**src/hw/rtl/iflp_pkg.sv**
```systemverilog
`timescale 1ns / 1ps
`default_nettype none

package iflp_pkg;

    // parser states, one-hot
    typedef enum logic [6:0] {
        ST_START = 7'b0000001,
        ST_ZERO  = 7'b0000010,
        ST_DEC   = 7'b0000100,
        ST_MINUS = 7'b0001000,
        ST_HEX0  = 7'b0010000,
        ST_HEX   = 7'b0100000,
        ST_TRAIL = 7'b1000000
    } state_t;

    // result status codes
    typedef enum logic [1:0] {
        STAT_OK     = 2'd0,
        STAT_SYNTAX = 2'd1,
        STAT_OVF    = 2'd2,
        STAT_SOVF   = 2'd3
    } status_t;

    localparam int CHAR_W  = 8;
    localparam int VALUE_W = 64;

    // character codes
    localparam logic [CHAR_W-1:0] CH_SPACE = 8'h20;
    localparam logic [CHAR_W-1:0] CH_MINUS = 8'h2d;
    localparam logic [CHAR_W-1:0] CH_ZERO  = 8'h30;
    localparam logic [CHAR_W-1:0] CH_ONE   = 8'h31;
    localparam logic [CHAR_W-1:0] CH_NINE  = 8'h39;
    localparam logic [CHAR_W-1:0] CH_A     = 8'h61;
    localparam logic [CHAR_W-1:0] CH_F     = 8'h66;
    localparam logic [CHAR_W-1:0] CH_X     = 8'h78;

endpackage

`default_nettype wire

```
**src/hw/rtl/iflp_if.sv**
```systemverilog
`timescale 1ns / 1ps
`default_nettype none

// character channel
interface iflp_char_if;
    logic                         valid;
    logic                         ready;
    logic [iflp_pkg::CHAR_W-1:0]  ch;
    logic                         last;

    modport source (output valid, output ch, output last, input ready);
    modport sink   (input valid, input ch, input last, output ready);
endinterface

// result channel
interface iflp_result_if;
    logic                          valid;
    logic                          ready;
    logic [iflp_pkg::VALUE_W-1:0]  value;
    logic [1:0]                    status;

    modport source (output valid, output value, output status, input ready);
    modport sink   (input valid, input value, input status, output ready);
endinterface

`default_nettype wire

```
**src/hw/rtl/integer_literal_parser_unit.sv**
```systemverilog
`timescale 1ns / 1ps
`default_nettype none

// Streaming integer literal parser. One ASCII character is taken per transaction on
// chars, with last marking the end of a literal; each literal gives one transaction on
// results carrying the 64-bit value (two's complement when negative, zero on error) and
// a status (0 ok, 1 syntax, 2 overflow, 3 negative magnitude too large). The unit takes
// one character every clock cycle unless a stalled result holds characters back: the
// per-character step is a single shift-add multiply by 10 or 16 with its carry check,
// done combinationally between the input register and the parser state registers. A
// result passes from the input register through the finish register to the output
// register, which does the negation; each stage moves on its own, so a stalled result
// holds characters back only once the finish register is also full and the last
// character of a further literal has reached the input register.
module integer_literal_parser_unit (
    input  wire logic         clk,
    input  wire logic         rst_n,
    iflp_char_if.sink         chars,
    iflp_result_if.source     results
);

    localparam int VW = iflp_pkg::VALUE_W;

    // input register
    logic                         i_valid_reg;
    logic [iflp_pkg::CHAR_W-1:0]  ch_reg;
    logic                         last_reg;

    // parser state
    iflp_pkg::state_t             state_reg, state_next;
    logic [VW-1:0]                acc_reg, acc_next;
    logic                         neg_reg, neg_next;
    iflp_pkg::status_t            err_reg, err_next;

    // finish register
    logic                         f_valid_reg;
    logic [VW-1:0]                f_mag_reg;
    logic                         f_neg_reg;
    iflp_pkg::status_t            f_status_reg;
    iflp_pkg::status_t            f_status_next;

    // output register
    logic                         o_valid_reg;
    logic [VW-1:0]                o_value_reg;
    iflp_pkg::status_t            o_status_reg;

    logic o_en, f_en, proc, i_en;

    // stage handshakes
    assign o_en  = !o_valid_reg || results.ready;
    assign f_en  = !f_valid_reg || o_en;
    assign proc  = i_valid_reg && (!last_reg || f_en);
    assign i_en  = !i_valid_reg || proc;
    assign chars.ready = i_en;

    // character classes
    logic is_space, is_minus, is_zero, is_nz, is_dec, is_hexl, is_x;
    assign is_space = (ch_reg == iflp_pkg::CH_SPACE);
    assign is_minus = (ch_reg == iflp_pkg::CH_MINUS);
    assign is_zero  = (ch_reg == iflp_pkg::CH_ZERO);
    assign is_nz    = (ch_reg >= iflp_pkg::CH_ONE) && (ch_reg <= iflp_pkg::CH_NINE);
    assign is_dec   = is_zero || is_nz;
    assign is_hexl  = (ch_reg >= iflp_pkg::CH_A) && (ch_reg <= iflp_pkg::CH_F);
    assign is_x     = (ch_reg == iflp_pkg::CH_X);

    // digit value and the two multiply-adds
    logic [3:0]    digit;
    logic [VW+3:0] sum10;
    logic          ovf10, ovf16;
    logic [VW-1:0] sum16;
    assign digit = is_dec ? ch_reg[3:0] : (ch_reg[3:0] + 4'd9);
    assign sum10 = ({4'b0, acc_reg} << 3) + ({4'b0, acc_reg} << 1) + {{VW{1'b0}}, digit};
    assign ovf10 = |sum10[VW+3:VW];
    assign ovf16 = |acc_reg[VW-1:VW-4];
    assign sum16 = {acc_reg[VW-5:0], digit};

    // next parser state for the character in the input register
    iflp_pkg::state_t st_c;
    logic             bad;
    always_comb
    begin
        st_c = state_reg;
        bad  = 1'b0;
        unique case (state_reg)
            iflp_pkg::ST_START:
            begin
                if (is_space)      st_c = iflp_pkg::ST_START;
                else if (is_zero)  st_c = iflp_pkg::ST_ZERO;
                else if (is_nz)    st_c = iflp_pkg::ST_DEC;
                else if (is_minus) st_c = iflp_pkg::ST_MINUS;
                else               bad  = 1'b1;
            end
            iflp_pkg::ST_ZERO:
            begin
                if (is_x)          st_c = iflp_pkg::ST_HEX0;
                else if (is_dec)   st_c = iflp_pkg::ST_DEC;
                else if (is_space) st_c = iflp_pkg::ST_TRAIL;
                else               bad  = 1'b1;
            end
            iflp_pkg::ST_DEC:
            begin
                if (is_dec)        st_c = iflp_pkg::ST_DEC;
                else if (is_space) st_c = iflp_pkg::ST_TRAIL;
                else               bad  = 1'b1;
            end
            iflp_pkg::ST_MINUS:
            begin
                if (is_zero)       st_c = iflp_pkg::ST_ZERO;
                else if (is_nz)    st_c = iflp_pkg::ST_DEC;
                else               bad  = 1'b1;
            end
            iflp_pkg::ST_HEX0:
            begin
                if (is_dec || is_hexl) st_c = iflp_pkg::ST_HEX;
                else                   bad  = 1'b1;
            end
            iflp_pkg::ST_HEX:
            begin
                if (is_dec || is_hexl) st_c = iflp_pkg::ST_HEX;
                else if (is_space)     st_c = iflp_pkg::ST_TRAIL;
                else                   bad  = 1'b1;
            end
            iflp_pkg::ST_TRAIL:
            begin
                if (is_space) st_c = iflp_pkg::ST_TRAIL;
                else          bad  = 1'b1;
            end
            default:
            begin
                bad = 1'b1;
            end
        endcase
    end

    // consume one character; errors are sticky
    always_comb
    begin
        state_next = state_reg;
        acc_next   = acc_reg;
        neg_next   = neg_reg;
        err_next   = err_reg;
        if (err_reg == iflp_pkg::STAT_OK)
        begin
            if (bad)
            begin
                err_next = iflp_pkg::STAT_SYNTAX;
            end
            else
            begin
                state_next = st_c;
                if (st_c == iflp_pkg::ST_DEC && is_dec)
                begin
                    if (ovf10) err_next = iflp_pkg::STAT_OVF;
                    else       acc_next = sum10[VW-1:0];
                end
                else if (st_c == iflp_pkg::ST_MINUS)
                begin
                    neg_next = 1'b1;
                end
                else if (st_c == iflp_pkg::ST_HEX)
                begin
                    if (ovf16) err_next = iflp_pkg::STAT_OVF;
                    else       acc_next = sum16;
                end
            end
        end
    end

    // final status at the end of a literal
    always_comb
    begin
        if (err_next != iflp_pkg::STAT_OK)
            f_status_next = err_next;
        else if (state_next == iflp_pkg::ST_START || state_next == iflp_pkg::ST_MINUS ||
                 state_next == iflp_pkg::ST_HEX0)
            f_status_next = iflp_pkg::STAT_SYNTAX;
        else if (neg_next && acc_next[VW-1] && (|acc_next[VW-2:0]))
            f_status_next = iflp_pkg::STAT_SOVF;
        else
            f_status_next = iflp_pkg::STAT_OK;
    end

    // control registers
    always_ff @(posedge clk or negedge rst_n)
    begin
        if (!rst_n)
        begin
            i_valid_reg <= 1'b0;
            f_valid_reg <= 1'b0;
            o_valid_reg <= 1'b0;
            state_reg   <= iflp_pkg::ST_START;
            acc_reg     <= '0;
            neg_reg     <= 1'b0;
            err_reg     <= iflp_pkg::STAT_OK;
        end
        else
        begin
            if (i_en)
                i_valid_reg <= chars.valid;
            if (f_en)
                f_valid_reg <= proc && last_reg;
            if (o_en)
                o_valid_reg <= f_valid_reg;
            if (proc)
            begin
                if (last_reg)
                begin
                    state_reg <= iflp_pkg::ST_START;
                    acc_reg   <= '0;
                    neg_reg   <= 1'b0;
                    err_reg   <= iflp_pkg::STAT_OK;
                end
                else
                begin
                    state_reg <= state_next;
                    acc_reg   <= acc_next;
                    neg_reg   <= neg_next;
                    err_reg   <= err_next;
                end
            end
        end
    end

    // payload registers
    always_ff @(posedge clk)
    begin
        if (i_en && chars.valid)
        begin
            ch_reg   <= chars.ch;
            last_reg <= chars.last;
        end
        if (f_en && proc && last_reg)
        begin
            f_mag_reg    <= acc_next;
            f_neg_reg    <= neg_next;
            f_status_reg <= f_status_next;
        end
        if (o_en && f_valid_reg)
        begin
            o_status_reg <= f_status_reg;
            if (f_status_reg != iflp_pkg::STAT_OK)
                o_value_reg <= '0;
            else if (f_neg_reg)
                o_value_reg <= ~f_mag_reg + {{(VW-1){1'b0}}, 1'b1};
            else
                o_value_reg <= f_mag_reg;
        end
    end

    assign results.valid  = o_valid_reg;
    assign results.value  = o_value_reg;
    assign results.status = o_status_reg;

endmodule

`default_nettype wire
```
**src/flat_wrapper.sv**
```systemverilog
// flat-port wrapper written by rule: the top's interface ports become plain ports
module integer_literal_parser_unit_flat 
  (clk, rst_n, chars_valid, chars_ch, chars_last, chars_ready, results_valid, results_value, results_status, results_ready);
  iflp_char_if chars_i ();
  iflp_result_if results_i ();
  input  wire logic clk;
  input  wire logic rst_n;
  input wire logic [$bits(chars_i.valid)-1:0] chars_valid;
  input wire logic [$bits(chars_i.ch)-1:0] chars_ch;
  input wire logic [$bits(chars_i.last)-1:0] chars_last;
  output wire logic [$bits(chars_i.ready)-1:0] chars_ready;
  output wire logic [$bits(results_i.valid)-1:0] results_valid;
  output wire logic [$bits(results_i.value)-1:0] results_value;
  output wire logic [$bits(results_i.status)-1:0] results_status;
  input wire logic [$bits(results_i.ready)-1:0] results_ready;
  assign chars_i.valid = chars_valid;
  assign chars_i.ch = chars_ch;
  assign chars_i.last = chars_last;
  assign chars_ready = chars_i.ready;
  assign results_valid = results_i.valid;
  assign results_value = results_i.value;
  assign results_status = results_i.status;
  assign results_i.ready = results_ready;
  integer_literal_parser_unit u_core (.clk(clk), .rst_n(rst_n), .chars(chars_i), .results(results_i));
endmodule
```
**config.mk**
```make
export PLATFORM = sky130hd
export DESIGN_NAME = integer_literal_parser_unit_flat
export DESIGN_NICKNAME = d
export VERILOG_FILES = /design/src/hw/rtl/iflp_pkg.sv /design/src/hw/rtl/iflp_if.sv /design/src/hw/rtl/integer_literal_parser_unit.sv /design/src/flat_wrapper.sv
export SDC_FILE = /design/constraint.sdc
export NUM_CORES = 1
export LEC_CHECK = 0
export ABC_AREA = 1
export BUFFER_PORTS_ARGS = -buffer_cell sky130_fd_sc_hd__buf_2
export CORE_MARGIN = 2
export CORE_UTILIZATION = 35
export CTS_BUF_LIST = sky130_fd_sc_hd__clkbuf_8
export CTS_CLUSTER_DIAMETER = 80
export DETAILED_ROUTE_END_ITERATION = 7
export GPL_TIMING_DRIVEN = 0
export HOLD_SLACK_MARGIN = 0.1
export PLACE_DENSITY = 0.49
export RECOVER_POWER = 100
export SYNTH_ARGS = -nofsm -noshare
export SYNTH_HDL_FRONTEND = slang
export SYNTH_SLANG_ARGS = --single-unit
```
**constraint.sdc**
```tcl
create_clock -name clk -period 7.1 [get_ports clk]
set_clock_uncertainty 0.2 [all_clocks]
set_input_delay 0.71 -clock clk [delete_from_list [all_inputs] [get_ports clk]]
set_output_delay 0.71 -clock clk [all_outputs]
set_load 0.01 [all_outputs]
```
# Word-level counts from Yosys, hierarchy flattened
# Index checks and enable logic that the tools add are counted.
[word_totals]
word_cells = 122
in_bits = 13
reg_bits = 219
output_inout_bits = 68
[op_classes]
n_lt_le_gt_ge = 4
n_bitwise = 1
eq_ne = 17
addsub = 4
n_mux = 53
reduce_logical = 29
[op_table]
columns = ["cell", "count"]
rows = [
  ["$mux 64", 9],
  ["$mux 7", 14],
  ["$add 67x65->68", 1],
  ["$add 68x4->68", 1],
  ["$add 64x1->64 const B", 1],
  ["$not 64->64", 1],
  ["$reduce_or 63->1", 1],
  ["$pmux 7 s7", 1],
  ["$eq 8x6->1 const B", 3],
  ["$mux 2", 11],
  ["$eq 7x4->1 const B", 3],
  ["$mux 1", 16],
  ["$eq 7x1->1 const B", 2],
  ["$eq 7x3->1 const B", 2],
  ["$eq 7x5->1 const B", 2],
  ["$eq 7x6->1 const B", 2],
  ["$logic_and 1x1->1", 11],
  ["$eq 8x7->1 const B", 1],
  ["$ge 8x6->1 const B", 1],
  ["$ge 8x7->1 const B", 1],
  ["$le 8x6->1 const B", 1],
  ["$le 8x7->1 const B", 1],
  ["$logic_or 1x1->1", 8],
  ["$reduce_or 4->1", 2],
  ["8 further kinds", 12],
]

# Logic depth before layout (Yosys ltp)
[depth]
word_depth = 17
mapped_depth = 44
depth_no_buf = 43

# Worst setup path before layout
# Ideal clock, no wire load.
[synth_path]
path_kind = "reg-to-reg"
startpoint = "register u_core.ch_reg[0] (netlist bit)"
endpoint = "register u_core.f_status_reg[0] (data pin)"
slack_ns = 1.870
setup_ns = 0.252
t_arrival_ns = 4.778
synth_period_minus_slack_ns = 5.230
path_stages_with_launch = 44
cell_sequence = "edfxtp_1 > inv_1 > ha_1 > inv_1 > nor2_1 > nand2_1 > nand2_1 > nor2_4 > nor2_4 > inv_2 > a31oi_1 > xor2_1 > inv_1 > fa_1 > fa_1 > nand3_1 > nand2_1 > nand3_1 > [8 not listed] > nand2_1 > nor2_1 > nand2_2 > nor2_8 > buf_6 > nand2_1 > nand2_1 > nand2_1 > nand2_1 > nand2_1 > nor2_1 > nand2_1 > nor2_1 > nand2_1 > o21ai_2 > nand2_1 > nand2_1 > nand2_1"
[synth_via]
elab_chain_len = 17
[synth_rtl]
columns = ["item", "line", "text"]
rows = [
  ["from (decl)", "integer_literal_parser_unit.sv:26", "logic [iflp_pkg::CHAR_W-1:0] ch_reg;"],
  ["from (signal assigned)", "integer_literal_parser_unit.sv:229", "ch_reg <= chars.ch;"],
  ["parallel branches: the longest is 16 deep, another holds $add 68x4->68", "-", ""],
  ["$mux 2 *", "integer_literal_parser_unit.sv:172", "if (err_next != iflp_pkg::STAT_OK)"],
  ["via u_core.f_status_next[0]", "integer_literal_parser_unit.sv:40", "iflp_pkg::status_t f_status_next;"],
  ["to (signal assigned)", "integer_literal_parser_unit.sv:236", "f_status_reg <= f_status_next;"],
  ["to (decl)", "integer_literal_parser_unit.sv:39", "iflp_pkg::status_t f_status_reg;"],
]
# Mark *: on every way through the listed nets, which the timed path passes.
# A chain may end at the register's enable or synchronous reset.

# Worst setup path after layout
[layout_path]
startpoint = "register u_core.ch_reg[1] (netlist bit)"
endpoint = "register u_core.f_status_reg[0] (data pin)"
# The elaborated chain is that of the path after synthesis.

==> results.tsv <==
metric	value	unit
status	finished, violations left	
violations	max-capacitance violations, max-slew violations	
vias	17420	
cts_root_buffer	clkbuf_8	
finalInstanceArea	0.01992	mm2
busiest_layer	met2	
cts_tree	done	
power_density	199.6	mW/mm2
critPathLaunchType	flip-flop	
crit_buf_inv	6	
drt-pass1-iter-count	6	
syn-num-nets	2640	
synthFlopType	edfxtp_1	
grt_first_pass_wirelength	97.94	mm
grt_pass1_vias	16960	
syn_area	0.01789	mm2
vdd_drop_max	0.00009562	V
synthDistinctLibCells	55	
grt.total_usage	23.96	%
synth_top_area_share	23.84	%
use_met2	35.98	%
slew_viol_final	196	
leakage	9.536	nW
period_needed	6.552	ns
die-width	230.1	um
row_count	82	
grt_overflow	0	
avgRoutedWirePerCell	19.23	um
ys_ff_latch	219	
place_area	0.01921	mm2
cp.required	7.22	ns
synth-edff-count	142	
cp-end-kind	flip-flop	
cts_buffer_depth	3	
synth.largest_area_cell	edfxtp_1	
ios	81	
seqCellArea	0.006192	mm2
grt_max_degree	47	
start_util	35.58	%
drt-initial-drc-count	1314	
fin_setup_tns	0	ns
slew_headroom	-77.82	%
wirelength	64.08	mm
nets	2781	
cp_top_family	simple AND/OR/NAND/NOR gates	
cts_sinks	219	
io_buffers	80	
fmax	152.6	MHz
hold_violations	0	
use_met1	34.27	%
avgSynthCellArea	7.179	um2
ys_seq_area_share	34.61	%
gp_congestion	0.9506	
yosys_warnings	0	
dieArea	0.05294	mm2
cts-buffers-inserted	39	
async_flop_share	35.16	%
setup_viol	0	
dp_hpwl	52.08	mm
critical_path_class	flip-flop to flip-flop	
final_antenna_net_count	0	
cpMaxStageDelayCell	fa_1	
clk_latency	0.60	ns
arrival	6.67	ns
drcViolationCount	0	
fillerInstances	5456	
max-cap-violations	5	
grt_use_met3	2.716	%
tightestPinTransition	2.667	ns
slowest_delay	0.49	ns
critical_path.max_fanout	10	
area_growth	11.37	%
coreArea	0.05027	mm2
drive_gt1_share	5.453	%
htree_levels	2	
synth_cells	2492	
path_clk_slew	0.06	ns
multi_input_area	0.01003	mm2
post-route-period-util	92.29	%
antenna_found_initial	1	
die_y	230.1	um
min_path_type	input pin to flip-flop	
avgViaCountPerCell	5.227	
cp_common_cell	nand2_1	
synth_area_leaders	edfxtp_1, nand2_1, dfrtp_1, ha_1, inv_1	
## cell type report
type / count / share of cell area [%]
Sequential cell: 219 / 31.08
Tap cell: 672 / 4.220
Clock inverter: 27 / 0.7661
Inverter: 351 / 6.619
Antenna cell: 1 / 0.01256
Clock buffer: 40 / 2.763
Timing Repair Buffer: 100 / 2.462
Buffer: 73 / 1.758
Multi-Input combinational cell: 1849 / 50.32
## synth_stat cells, types with 11 or more instances
master    count
a21oi_1     188
and3_1       18
buf_2        14
clkbuf_1     48
dfrtp_1      76
edfxtp_1    142
ha_1        133
inv_1       334
inv_2        14
nand2_1     560
nand3_1     163
nand4_1      19
nor2_1      283
nor2_4       11
nor3_1       54
nor4_1       21
o211ai_1     40
o21ai_0     130
o22ai_1      68
xnor2_1      27
xor2_1       27
## placed cells by master (no fill, tap or decap), types with 19 or more instances in the layout
cell type,netlist,layout
a21oi_1,188,189
buf_2,14,21
clkbuf_1,48,123
clkbuf_8,0,40
dfrtp_1,76,76
edfxtp_1,142,142
ha_1,133,133
inv_1,334,344
nand2_1,560,561
nand3_1,163,164
nand4_1,19,19
nor2_1,283,284
nor3_1,54,56
nor4_1,21,21
o211ai_1,40,40
o21ai_0,130,129
o22ai_1,68,68
xnor2_1,27,27
xor2_1,27,25
## layer usage
metal	share of wire, %	vias up
li1	-	8666
met1	47	7972
met2	42	648
met3	6.4	132
met4	4.8	0
met5	0	-
## worst min-delay path, stage by stage
cell,delay (ns)
buf_2,0.07
inv_1,0.04
nand2_1,0.06
## stage by stage
stage	util [%]	cells	power, mW	worst slack, ns	hold slack [ns]
2_1_floorplan	-	2492	2.421	1.870	0.2144
3_3_place_gp	38.05	3244	2.879	-0.09625	0.2377
3_5_place_dp	38.21	3247	2.886	-0.1026	0.2464
4_1_cts	39.84	3324	4.015	0.04115	0.1036
5_1_grt	39.63	3332	4.200	-0.006088	0.1521
6_report	39.63	3332	3.976	0.5476	0.1375
## logic make-up (layout without fill, tap and decap cells)
logic type,count (synthesis),in the layout,share of synthesized area (%)
compound gates,490,490,15.58
xor+xnor,54,54,2.644
fa+ha+maj,135,135,9.526
buf+inv,424,591,9.316
flops,219,219,34.61
other cells,0,1,0
simple gates,1170,1170,28.32
## path summary, 6_finish.rpt
kind,startpoint,end,slack [ns],cells after the start
setup / recovery,u_core.ch_reg[1],u_core.f_status_reg[0],0.55,44
min in group asynchronous,rst_n,u_core.acc_reg[25],1.10,2
hold / removal,chars_valid,u_core.i_valid_reg,0.14,3
max in group asynchronous,rst_n,u_core.results.valid,2.19,3
hold reg to reg,u_core.f_status_reg[1],u_core.results.status[1],0.25,0
setup reg to reg,u_core.ch_reg[1],u_core.f_status_reg[0],0.55,44
## timing repair
action	CTS	global route
hold buffers	10	0
setup endpoints to repair	2	2
buffers inserted	0	7
pin swaps	0	4
endpoints found under the hold margin	42	0
cloned	0	0
resized for setup	2	6
## power breakdown
| group | switching (mW) | internal, mW | leakage, nW |
|---|---|---|---|
| logic | 0.953 | 0.344 | 6.71 |
| clock network | 0.550 | 0.563 | 0.393 |
| registers | 0.0852 | 1.48 | 2.43 |
| total | 1.59 | 2.39 | 9.54 |
No activity file was read; power rests on OpenSTA's default activity.
